--- src/rtl/core/tlac_pkg.sv ---
`default_nettype none
// ----------------------------------------------------------------------------
// tlac_pkg
// Shared sizes, codes and types for the two-level address binding cache.
// ----------------------------------------------------------------------------
package tlac_pkg;

  localparam int NEAR_WAYS   = 8;
  localparam int FAR_ENTRIES = 256;
  localparam int AGE_WIDTH   = 3;

  localparam int KEY_W  = 32;
  localparam int MAC_W  = 48;
  localparam int WAY_W  = $clog2(NEAR_WAYS);
  localparam int FAR_AW = $clog2(FAR_ENTRIES);
  localparam int FILL_W = FAR_AW + 1;

  localparam logic       OP_LOOKUP = 1'b0;
  localparam logic       OP_UPDATE = 1'b1;

  localparam logic [1:0] LVL_NONE = 2'd0;
  localparam logic [1:0] LVL_NEAR = 2'd1;
  localparam logic [1:0] LVL_FAR  = 2'd2;

  // One write or touch of a first-level way.
  typedef struct packed {
    logic             touch;
    logic             key_en;
    logic             mac_en;
    logic [WAY_W-1:0] way;
    logic [KEY_W-1:0] key;
    logic [MAC_W-1:0] mac;
  } near_cmd_t;

endpackage
`default_nettype wire

--- src/rtl/core/tlac_near.sv ---
`default_nettype none
// ----------------------------------------------------------------------------
// tlac_near
// First-level ways: parallel key match, victim choice and age-based touch.
// ----------------------------------------------------------------------------
module tlac_near import tlac_pkg::*; (
  input  wire logic             clk_i,
  input  wire logic             rst_ni,
  input  wire logic [KEY_W-1:0] key_i,
  output logic                  hit_o,
  output logic [WAY_W-1:0]      hit_way_o,
  output logic [WAY_W-1:0]      victim_way_o,
  output logic                  victim_valid_o,
  input  wire logic [WAY_W-1:0] rd_way_i,
  output logic [KEY_W-1:0]      rd_key_o,
  output logic [MAC_W-1:0]      rd_mac_o,
  input  wire near_cmd_t        cmd_i
);

  logic [KEY_W-1:0]     key_q   [NEAR_WAYS];
  logic [MAC_W-1:0]     mac_q   [NEAR_WAYS];
  logic [NEAR_WAYS-1:0] valid_q;
  logic [AGE_WIDTH-1:0] age_q   [NEAR_WAYS];
  logic [AGE_WIDTH-1:0] touch_age;

  // The lowest matching way wins.
  always_comb begin
    hit_o     = 1'b0;
    hit_way_o = '0;
    for (int i = NEAR_WAYS - 1; i >= 0; i--) begin
      if (valid_q[i] && key_q[i] == key_i) begin
        hit_o     = 1'b1;
        hit_way_o = WAY_W'(i);
      end
    end
  end

  // First invalid way, otherwise the last way holding the greatest age.
  always_comb begin
    logic                 found_free;
    logic [AGE_WIDTH-1:0] best;
    found_free   = 1'b0;
    best         = '0;
    victim_way_o = '0;
    for (int i = 0; i < NEAR_WAYS; i++) begin
      if (!found_free) begin
        if (!valid_q[i]) begin
          found_free   = 1'b1;
          victim_way_o = WAY_W'(i);
        end else if (age_q[i] >= best) begin
          best         = age_q[i];
          victim_way_o = WAY_W'(i);
        end
      end
    end
    victim_valid_o = !found_free;
  end

  assign rd_key_o  = key_q[rd_way_i];
  assign rd_mac_o  = mac_q[rd_way_i];
  assign touch_age = age_q[cmd_i.way];

  always_ff @(posedge clk_i) begin
    if (cmd_i.key_en) begin
      key_q[cmd_i.way] <= cmd_i.key;
    end
    if (cmd_i.mac_en) begin
      mac_q[cmd_i.way] <= cmd_i.mac;
    end
  end

  always_ff @(posedge clk_i or negedge rst_ni) begin
    if (!rst_ni) begin
      valid_q <= '0;
      for (int i = 0; i < NEAR_WAYS; i++) begin
        age_q[i] <= '0;
      end
    end else if (cmd_i.touch) begin
      if (cmd_i.key_en) begin
        valid_q[cmd_i.way] <= 1'b1;
      end
      for (int i = 0; i < NEAR_WAYS; i++) begin
        if (WAY_W'(i) == cmd_i.way) begin
          age_q[i] <= '0;
        end else if (age_q[i] <= touch_age) begin
          age_q[i] <= age_q[i] + AGE_WIDTH'(1);
        end
      end
    end
  end

endmodule
`default_nettype wire

--- config.mk ---
export PLATFORM = sky130hd
export DESIGN_NAME = tlac_near
export DESIGN_NICKNAME = d
export VERILOG_FILES = /design/src/rtl/core/tlac_pkg.sv /design/src/rtl/core/tlac_near.sv
export SDC_FILE = /design/constraint.sdc
export NUM_CORES = 1
export LEC_CHECK = 0
export ABC_AREA = 0
export BUFFER_PORTS_ARGS = -buffer_cell sky130_fd_sc_hd__clkbuf_2
export CAP_MARGIN = 20
export CORE_AREA = 10 10 287 234
export CTS_BUF_LIST = sky130_fd_sc_hd__clkbuf_2 sky130_fd_sc_hd__clkbuf_4 sky130_fd_sc_hd__clkbuf_8
export CTS_CLUSTER_SIZE = 10
export DETAILED_ROUTE_END_ITERATION = 10
export DIE_AREA = 0 0 297 244
export PLACE_DENSITY = 0.68
export SLEW_MARGIN = 10
export SYNTH_ARGS = -nofsm -noshare
export SYNTH_HDL_FRONTEND = slang
export SYNTH_SLANG_ARGS = --single-unit
--- constraint.sdc ---
create_clock -name clk_i -period 19.32 [get_ports clk_i]
set_clock_uncertainty 0.15 [all_clocks]
set_input_delay 2.898 -clock clk_i [delete_from_list [all_inputs] [get_ports clk_i]]
set_output_delay 2.898 -clock clk_i [all_outputs]
set_load 0.05 [all_outputs]
After elaboration in Yosys (flattened, before gate mapping)
Memory sizes are Yosys's and may differ from the RTL's. Cells that the tools add are included.

$lt $le $gt $ge: 19. Add/sub/neg operators: 8. Reductions and logical operators: 28. Equality and inequality tests: 15. Bitwise logic cells: 2. Muxes and demuxes: 97.

Operators by type and width (number): equality test 32 bit (8); two-way mux 3 bit (64); two-way mux 1 bit (31); adder 3 x 1 -> 3 bit (second input constant) (8); <= comparator 3 bit (8); >= comparator 3 bit (7); AND reduction 2 bit (9); nonzero test 2 bit (8); equality test 3 bit (first input constant) (4); binary-select mux 3 bit (select 3 bit) (1); logical AND 1 bit (9); OR 8 bit (1); equality test 2 x 3 -> 1 bit (first input constant) (2); >= comparator 3 x 1 -> 1 bit (second input constant) (2); >= comparator 4 bit (second input constant) (1); < comparator 3 x 4 -> 1 bit (second input constant) (1); NOT 3 -> 4 bit (1); demux 1 bit (select 3 bit) (1); equality test 1 x 3 -> 1 bit (first input constant) (1); logical NOT 3 bit (1); logical NOT 1 bit (1).

Memories: 2. Bits in registers: 32. Output and inout port bits: 88. Input bits: 123. Memory bits (writable): 640. Logic and storage cells: 180.

Memories: mac_q (words 8, width 48, read ports 1, clocked after memory_dff 0, write ports 1, RTL line tlac_near.sv:21) `logic [MAC_W-1:0] mac_q [NEAR_WAYS];`; key_q (words 8, width 32, read ports 9, clocked after memory_dff 0, write ports 1, RTL line tlac_near.sv:20) `logic [KEY_W-1:0] key_q [NEAR_WAYS];`.

Depth between registers and ports, before layout
Gate-level depths: netlist (run 1).

Depth after elaboration: 31. Gate-level depth with buffers: 54.

Worst setup path after synthesis (run 1)
No wires, ideal clock.

Kind: register -> output. Start: reg valid_q[0]. End: out victim_way_o[1]. Path buffers: 2. Path slack: 7.364 ns. Arrival time: 8.908 ns. Stages on the path, launching flop included: 53. Cells stage by stage: dfrtp_1 -> buf_4 -> and2_1 -> ha_1 -> nor2b_4 -> o21a_4 -> o21ai_0 -> nand2_1 -> ha_1 -> nand2b_1 -> nor2_1 -> o31ai_1 -> a21oi_1 -> nor3_1 -> a2bb2oi_1 -> ha_1 -> nor2b_1 -> or2_2 -> (+17 left out) -> a221oi_2 -> a211oi_2 -> a2bb2oi_2 -> o21ai_1 -> nand2_1 -> ha_1 -> nand2b_1 -> a21o_1 -> a21oi_1 -> or2_2 -> clkbuf_1 -> mux2_2 -> ha_1 -> a21boi_0 -> o21ai_0 -> a31oi_1 -> nor2_1 -> o21ai_1.

Word-level cells in the longest chain between the ends: 29. Elaborated cells on any way between the ends: 52. Those cells by class: order compare (7); mux (45).

Ends and longest elaborated chain: start, declared (RTL line tlac_near.sv:22) `logic [NEAR_WAYS-1:0] valid_q;`; start signal, assigned (RTL line tlac_near.sv:74) `valid_q <= '0;`; start signal, assigned by index (RTL line tlac_near.sv:80) `valid_q[cmd_i.way] <= 1'b1;`; two-way mux 3 bit (RTL line tlac_near.sv:47) `if (!valid_q[i]) begin`; >= comparator 3 bit (RTL line tlac_near.sv:50) `end else if (age_q[i] >= best) begin`; two-way mux 3 bit (RTL line tlac_near.sv:50); two-way mux 3 bit (RTL line tlac_near.sv:47); two-way mux 3 bit (RTL line tlac_near.sv:46) `if (!found_free) begin`; >= comparator 3 bit (RTL line tlac_near.sv:50); two-way mux 3 bit (RTL line tlac_near.sv:50); two-way mux 3 bit (RTL line tlac_near.sv:47); (+13 left out); >= comparator 3 bit (RTL line tlac_near.sv:50); two-way mux 3 bit (RTL line tlac_near.sv:50); two-way mux 3 bit (RTL line tlac_near.sv:47); two-way mux 3 bit (RTL line tlac_near.sv:46); >= comparator 3 bit (RTL line tlac_near.sv:50); two-way mux 3 bit (RTL line tlac_near.sv:50); two-way mux 3 bit (RTL line tlac_near.sv:47); two-way mux 3 bit (*) (RTL line tlac_near.sv:46); end, declared (RTL line tlac_near.sv:12) `output logic [WAY_W-1:0] victim_way_o,`.

Mark *: on every way between the ends. The rest lies on a longest branch, timed or not.

Worst setup path after layout (run 1)
Start: reg valid_q[0]. End: out victim_way_o[0].

Same word-level chain as after synthesis.

==> metrics.csv, run 1 <==
stage;metric;value;unit
outcome;outcome;finished, final reports clean;
sta;fin_ws;5.69;ns
setup_path;ff2ff_setup_slack;15.84;ns
yosys;synthArstFlopShare;4.76;%
sta;finalHoldViolCount;0;
flow_run;drv_cap;0;
setup_path;crit_fanout;14;
sta;min_period;13.63;ns
yosys;synth_area_per_cell;17.6;um2
global_routing;top_usage_layer;met2;
global_routing;grt_antenna_before_repair;12;
clock_tree;cts_setup_buffers;0;
routing;routedWlPerCell;27.8;um
sta;setup_tns;0;ns
sta;timing.hold.ws;0.464;ns
setup_path;critical-path-slowest-cell;dfrtp_1;
sta;rsz0062_at_grt;false;
placement;io_buffers;210;
yosys;synth-edff-count;640;
setup_path;crit_type;reg -> out;
final_layout;utilization;55.9;%
global_routing;grt_use_met1;31.5;%
floorplanning;io_pins;211;
yosys;yosysSeqAreaShare;65.7;%
clock_tree;cts_resized;0;
floorplanning;core_area;61700;um2
yosys;synth_top_cell_by_area;edfxtp_1;
power_and_ir_drop;ir_drop;0.0629;mV
yosys;syn_area;30500;um2
yosys;yosys.cell_count.top_type;edfxtp_1;
hold_path;holdCritPathClass;reg -> reg;
setup_path;cp.required;16.27;ns
yosys;synth_common_cells;640 x edfxtp_1, 180 x xnor2_1, 166 x mux4_2;
global_routing;grt_pass1_wl;119;mm
global_routing;use_met3;6.52;%
final_layout;drive_gt1_share;33.7;%
clock_tree;cts-buffers-inserted;104;
routing;vias;17200;
floorplanning;row_count;82;
floorplanning;initial_core_util;49.4;%
yosys;ys.flop_type;edfxtp_1;
clock_tree;htree_levels;3;
placement;hpwl;52.7;mm
setup_path;cp.arrival;10.58;ns
yosys;synthSimpleGateAreaFrac;4.54;%
power_and_ir_drop;power_leakage;11.7;nW
routing;drt-pass1-iter-count;5;
sta;finalSetupViolCount;0;
setup_path;cp_common_cell;ha_1;
yosys;synth-xor-area-share;7.59;%
routing;drcViolationCount;0;
clock_tree;cts_root_buf;clkbuf_8;
final_layout;syn_to_final_growth;13.3;%
setup_path;startpoint_type;flip-flop;
final_layout;nets;2145;
yosys;synth_compound_area_share;3.01;%
clock_tree;clkTransAtPathRegs;0.06;ns
global_routing;grt_max_degree;92;
sta;max_freq;73.4;MHz
routing;drt-total-wl;80.9;mm
sta;fin_crit_sh;70.6;%
placement;place_congestion;0.938;
yosys;syn_nets;1895;
floorplanning;die-area;72500;um2
clock_tree;clkSinkCount;672;
sta;slew_headroom;26.8;%
placement;pre_cts_slack;6.54;ns
yosys;synth_top_area_share;63.1;%
global_routing;grt_pass1_vias;17300;
clock_tree;cts_tree;yes;
clock_tree;hold_buffers;0;
routing;viasPerCell;5.91;
routing;postRouteAntennaNets;0;
yosys;ys_ff_latch;672;
floorplanning;dieWidth;297;um
setup_path;cp-end-kind;output pin;
sta;drv_slew;0;
placement;place_area;32400;um2
yosys;muxShareOfSynthArea;15.5;%
yosys;ys_types;73;
clock_tree;clk_path_buf_depth;3;
yosys;synth_top_family_by_area;multiplexers;
global_routing;globalRouteOverflowTotal;0;
yosys;synth_fa_ha_area_share;1.88;%
clock_tree;insertion_delay;0.72;ns
global_routing;grtUsageTotal;22.1;%
routing;drt_iter0_markers;1953;
power_and_ir_drop;powerDensity;110;nW/um2
final_layout;fin_area;34500;um2
global_routing;grt_use_met2;32.8;%
sta;worst_pin_slew;1.09;ns
setup_path;cp_slowest_stage_delay;0.64;ns
yosys;yosys-top-cells-area;edfxtp_1 63%, mux4_2 12%, xnor2_1 5.2%;
floorplanning;die-height;244;um
yosys;synthCells;1727;
yosys;yosysWarnings;0;
-- kinds of logic after synthesis --
kind of cell / after synthesis
flip-flops: 672
XOR/XNOR: 264
multiplexers: 252
AND/OR/NAND/NOR: 243
AO/OA/AOI/OAI: 126
buffers and inverters: 124
adder cells (fa/ha/maj): 46
-- final cells by class --
cell class	instances	area, um2
Antenna cell	6	15.0
Clock buffer	138	1690
Clock inverter	51	399
Fill cell	4813	27200
Inverter	31	116
Multi-Input combinational cell	931	9910
Sequential cell	672	20000
Tap cell	840	1050
Timing Repair Buffer	237	1290
-- sequential cells by signal, indices dropped and copies added, names as in the netlist --
| name | flops |
|---|---|
| mac_q | 384 |
| key_q | 256 |
| age_q | 24 |
| valid_q | 8 |
-- stage by stage --
stage          instances  power [W]
2_1_floorplan       1727    0.00239
3_3_place_gp        2709    0.00261
3_5_place_dp        2710    0.00263
4_1_cts             2899    0.00383
5_1_grt             2903    0.00400
6_report            2906    0.00381
-- routing by layer --
metal  share of wire (%)  vias up
li1                    -     7349
met5               0.070        -
met1                  42     8889
met4                 2.2        8
met3                  10      130
met2                  45      792
-- path summary, 6_finish.rpt --
path,end,depth (start not counted),start
setup / recovery,victim_way_o[0],50,valid_q[0]
hold / removal,valid_q[2],1,valid_q[2]
setup reg to reg,age_q[20],9,age_q[12]
hold reg to reg,valid_q[2],1,valid_q[2]
max in group asynchronous,age_q[1],1,rst_ni
min in group asynchronous,age_q[16],1,rst_ni
-- power by group --
| group | internal [W] | switching, W |
|---|---|---|
| combinational | 0.000342 | 0.000527 |
| clock | 0.000630 | 0.000568 |
| sequential | 0.00167 | 0.0000725 |
| total | 0.00264 | 0.00117 |
-- cells in the final DEF (no fill, tap or decap), types with 6 or more instances in the layout --
cell / instances
diode_2: 6
xor2_1: 84
nor4_1: 26
clkbuf_8: 105
inv_1: 31
o31a_1: 10
edfxtp_1: 640
clkinv_1: 31
nand3b_1: 9
xnor2_1: 180
a21oi_1: 28
nor2_1: 29
nand4_1: 47
a31o_2: 7
and2_2: 16
o21ai_1: 6
or4_1: 6
and3_1: 14
dfrtp_1: 32
nand2_1: 42
nor3_1: 9
clkinv_2: 9
nand3_1: 13
clkbuf_4: 33
ha_1: 45
mux4_2: 166
buf_4: 27
a21o_1: 11
mux2_2: 81
clkbuf_2: 207
o21ai_0: 25
-- worst max-delay path, delay by kind of cell (launching register included) --
kind            cells  cell delay [ns]
fa+ha+maj           8             2.32
compound gates     20             3.49
mux                 2             0.67
simple gates       18             2.46
flops               1             0.64
buf+inv             2             0.30
Note: power is estimated with default switching activity, not from simulation.
==> inputs of run 2 (changes only) <==
PLACE_DENSITY = 0.7   (was 0.68)
clock period = 11.4 ns   (was 19.32 ns; I/O delays follow)
==> run 2 against run 1 <==
Against the previous run: critical path depth increased by 2; sequential power rose by 70%; register-to-register slack got worse by 7.9 ns; die area unchanged; count of clock-buffer cells in the layout decreased by 3; clock power up 73%; cell area up 1.7%; sequential share of layout area shrank 0.94 points; sequential cell count stayed put; via count up 0.76%; critical path type unchanged.
==> metrics.csv, run 2 (synthesis results as in run 1) <==
stage;metric;value;unit
floorplanning;die-height;244;um
power_and_ir_drop;ir_drop;0.118;mV
power_and_ir_drop;power_leakage;11.9;nW
global_routing;grt_max_degree;86;
clock_tree;cts_tree;yes;
routing;vias;17300;
setup_path;critical-path-slowest-cell;dfrtp_2;
clock_tree;hold_buffers;0;
routing;routedWlPerCell;27.9;um
sta;drv_slew;0;
placement;pre_cts_slack;0.0980;ns
final_layout;largest_reg_flops;384;
global_routing;grt_pass1_wl;120;mm
sta;setup_tns;0;ns
setup_path;r2r_end;age_q[11];
floorplanning;initial_core_util;49.4;%
floorplanning;row_count;82;
clock_tree;clkTransAtPathRegs;0.06;ns
setup_path;endpoint;victim_way_o[1];
final_layout;final_common_cell;edfxtp_1;
clock_tree;htree_levels;3;
setup_path;crit_fanout;5;
routing;viasPerCell;5.88;
outcome;outcome;finished, final reports clean;
placement;hpwl;53.4;mm
routing;drt-total-wl;82.3;mm
clock_tree;clkSinkCount;672;
placement;place_area;32400;um2
setup_path;cp.arrival;9.45;ns
routing;postRouteAntennaNets;0;
sta;max_freq;88.4;MHz
floorplanning;core_area;61700;um2
placement;io_buffers;210;
routing;drt-pass1-iter-count;6;
placement;place_congestion;0.949;
sta;finalSetupViolCount;0;
final_layout;fin_area;35100;um2
final_layout;top_regs;mac_q (384), key_q (256), age_q (24);
floorplanning;io_pins;211;
final_layout;syn_to_final_growth;15.1;%
sta;slew_headroom;24.2;%
sta;rsz0062_at_grt;true;
setup_path;rr_startpoint;age_q[12];
setup_path;startpoint_type;flip-flop;
sta;worst_pin_slew;1.13;ns
setup_path;cp.required;9.54;ns
setup_path;cp-end-kind;output pin;
global_routing;grtUsageTotal;22.3;%
setup_path;crit_type;reg -> out;
setup_path;cp_common_cell;ha_4;
final_layout;final_cell_mix;640 x edfxtp_1, 204 x clkbuf_2, 180 x xnor2_1;
floorplanning;dieWidth;297;um
global_routing;grt_antenna_before_repair;13;
final_layout;largest-register;mac_q;
setup_path;crit_start;valid_q[0];
sta;min_period;11.31;ns
setup_path;ff2ff_setup_slack;7.94;ns
clock_tree;clk_path_buf_depth;3;
setup_path;cp_slowest_stage_delay;0.45;ns
sta;fin_ws;0.0873;ns
setup_path;reg2reg_depth;11;
global_routing;globalRouteOverflowTotal;0;
clock_tree;cts_root_buf;clkbuf_8;
global_routing;grt_pass1_vias;17600;
floorplanning;die-area;72500;um2
power_and_ir_drop;powerDensity;196;nW/um2
sta;finalHoldViolCount;0;
power_and_ir_drop;finalPower;0.00686;W
final_layout;utilization;56.9;%
routing;drcViolationCount;0;
clock_tree;cts-buffers-inserted;107;
sta;fin_crit_sh;99.2;%
routing;drt_iter0_markers;1980;
flow_run;drv_cap;0;
clock_tree;insertion_delay;0.72;ns
final_layout;nets;2178;
final_layout;drive_gt1_share;36.5;%
hold_path;holdCritPathClass;reg -> reg;
-- run 2: cell count changes in the layout (fill, tap and decap cells not counted), moves of 4 or more --
cell	before	now
clkinv_1	31	35
nor2_1	29	23
clkbuf_4	33	26
ha_1	45	38
ha_4	0	7
buf_4	27	55
clkbuf_8	105	111
-- run 2: worst max-delay path: cells and delay by family (launching register included) --
family                     cells  cell delay [ns]
and+or+nand+nor               19             2.13
AOI/OAI and AO/OA             21             3.13
muxes                          3             0.82
buffers and inverters          2             0.37
DFF                            1             0.45
adders and majority gates      7             1.83
-- run 2: final cells by class --
class | count | area, um2
Clock inverter | 61 | 448
Fill cell | 4785 | 26600
Clock buffer | 135 | 1700
Antenna cell | 7 | 17.5
Inverter | 31 | 116
Timing Repair Buffer | 267 | 1550
Multi-Input combinational cell | 931 | 10200
Sequential cell | 672 | 20000
Tap cell | 840 | 1050
-- run 2: repair_timing --
action,CTS,global route
setup endpoints to repair,3,3
resized for setup,29,35
hold endpoints to repair,0,0
pin swaps,22,25
buffers inserted,20,8
-- run 2: stage by stage --
stage	std cells	hold WS, ns
floorplan	1727	0.328
global placement	2714	0.399
detailed placement	2714	0.440
CTS	2930	0.473
global route	2941	0.514
finish	2944	0.475
-- run 2: where the power goes --
group / total (W) / internal (W) / switching (W)
registers: 0.00295 / 0.00283 / 0.000118
clock network: 0.00208 / 0.00110 / 0.000977
logic: 0.00183 / 0.000814 / 0.00102
-- run 2: per-layer routing --
metal  share of wire [%]  vias to the layer above  global-route usage [%]
li1                    -                     7427                       -
met1                  42                     8968                    30.9
met2                  46                      754                    33.6
met3                  10                      138                    7.47
met4                 2.1                       12                    5.98
met5               0.080                        -                       0
-- run 2: worst min-delay path by stage --
stage | cells past startpoint | to | startpoint
after floorplan | 1 | valid_q[7] | valid_q[7]
after global placement | 1 | valid_q[0] | valid_q[0]
after detailed placement | 1 | valid_q[0] | valid_q[0]
after CTS | 3 | age_q[21] | age_q[21]
after global routing | 1 | valid_q[2] | valid_q[2]
final | 3 | age_q[21] | age_q[21]
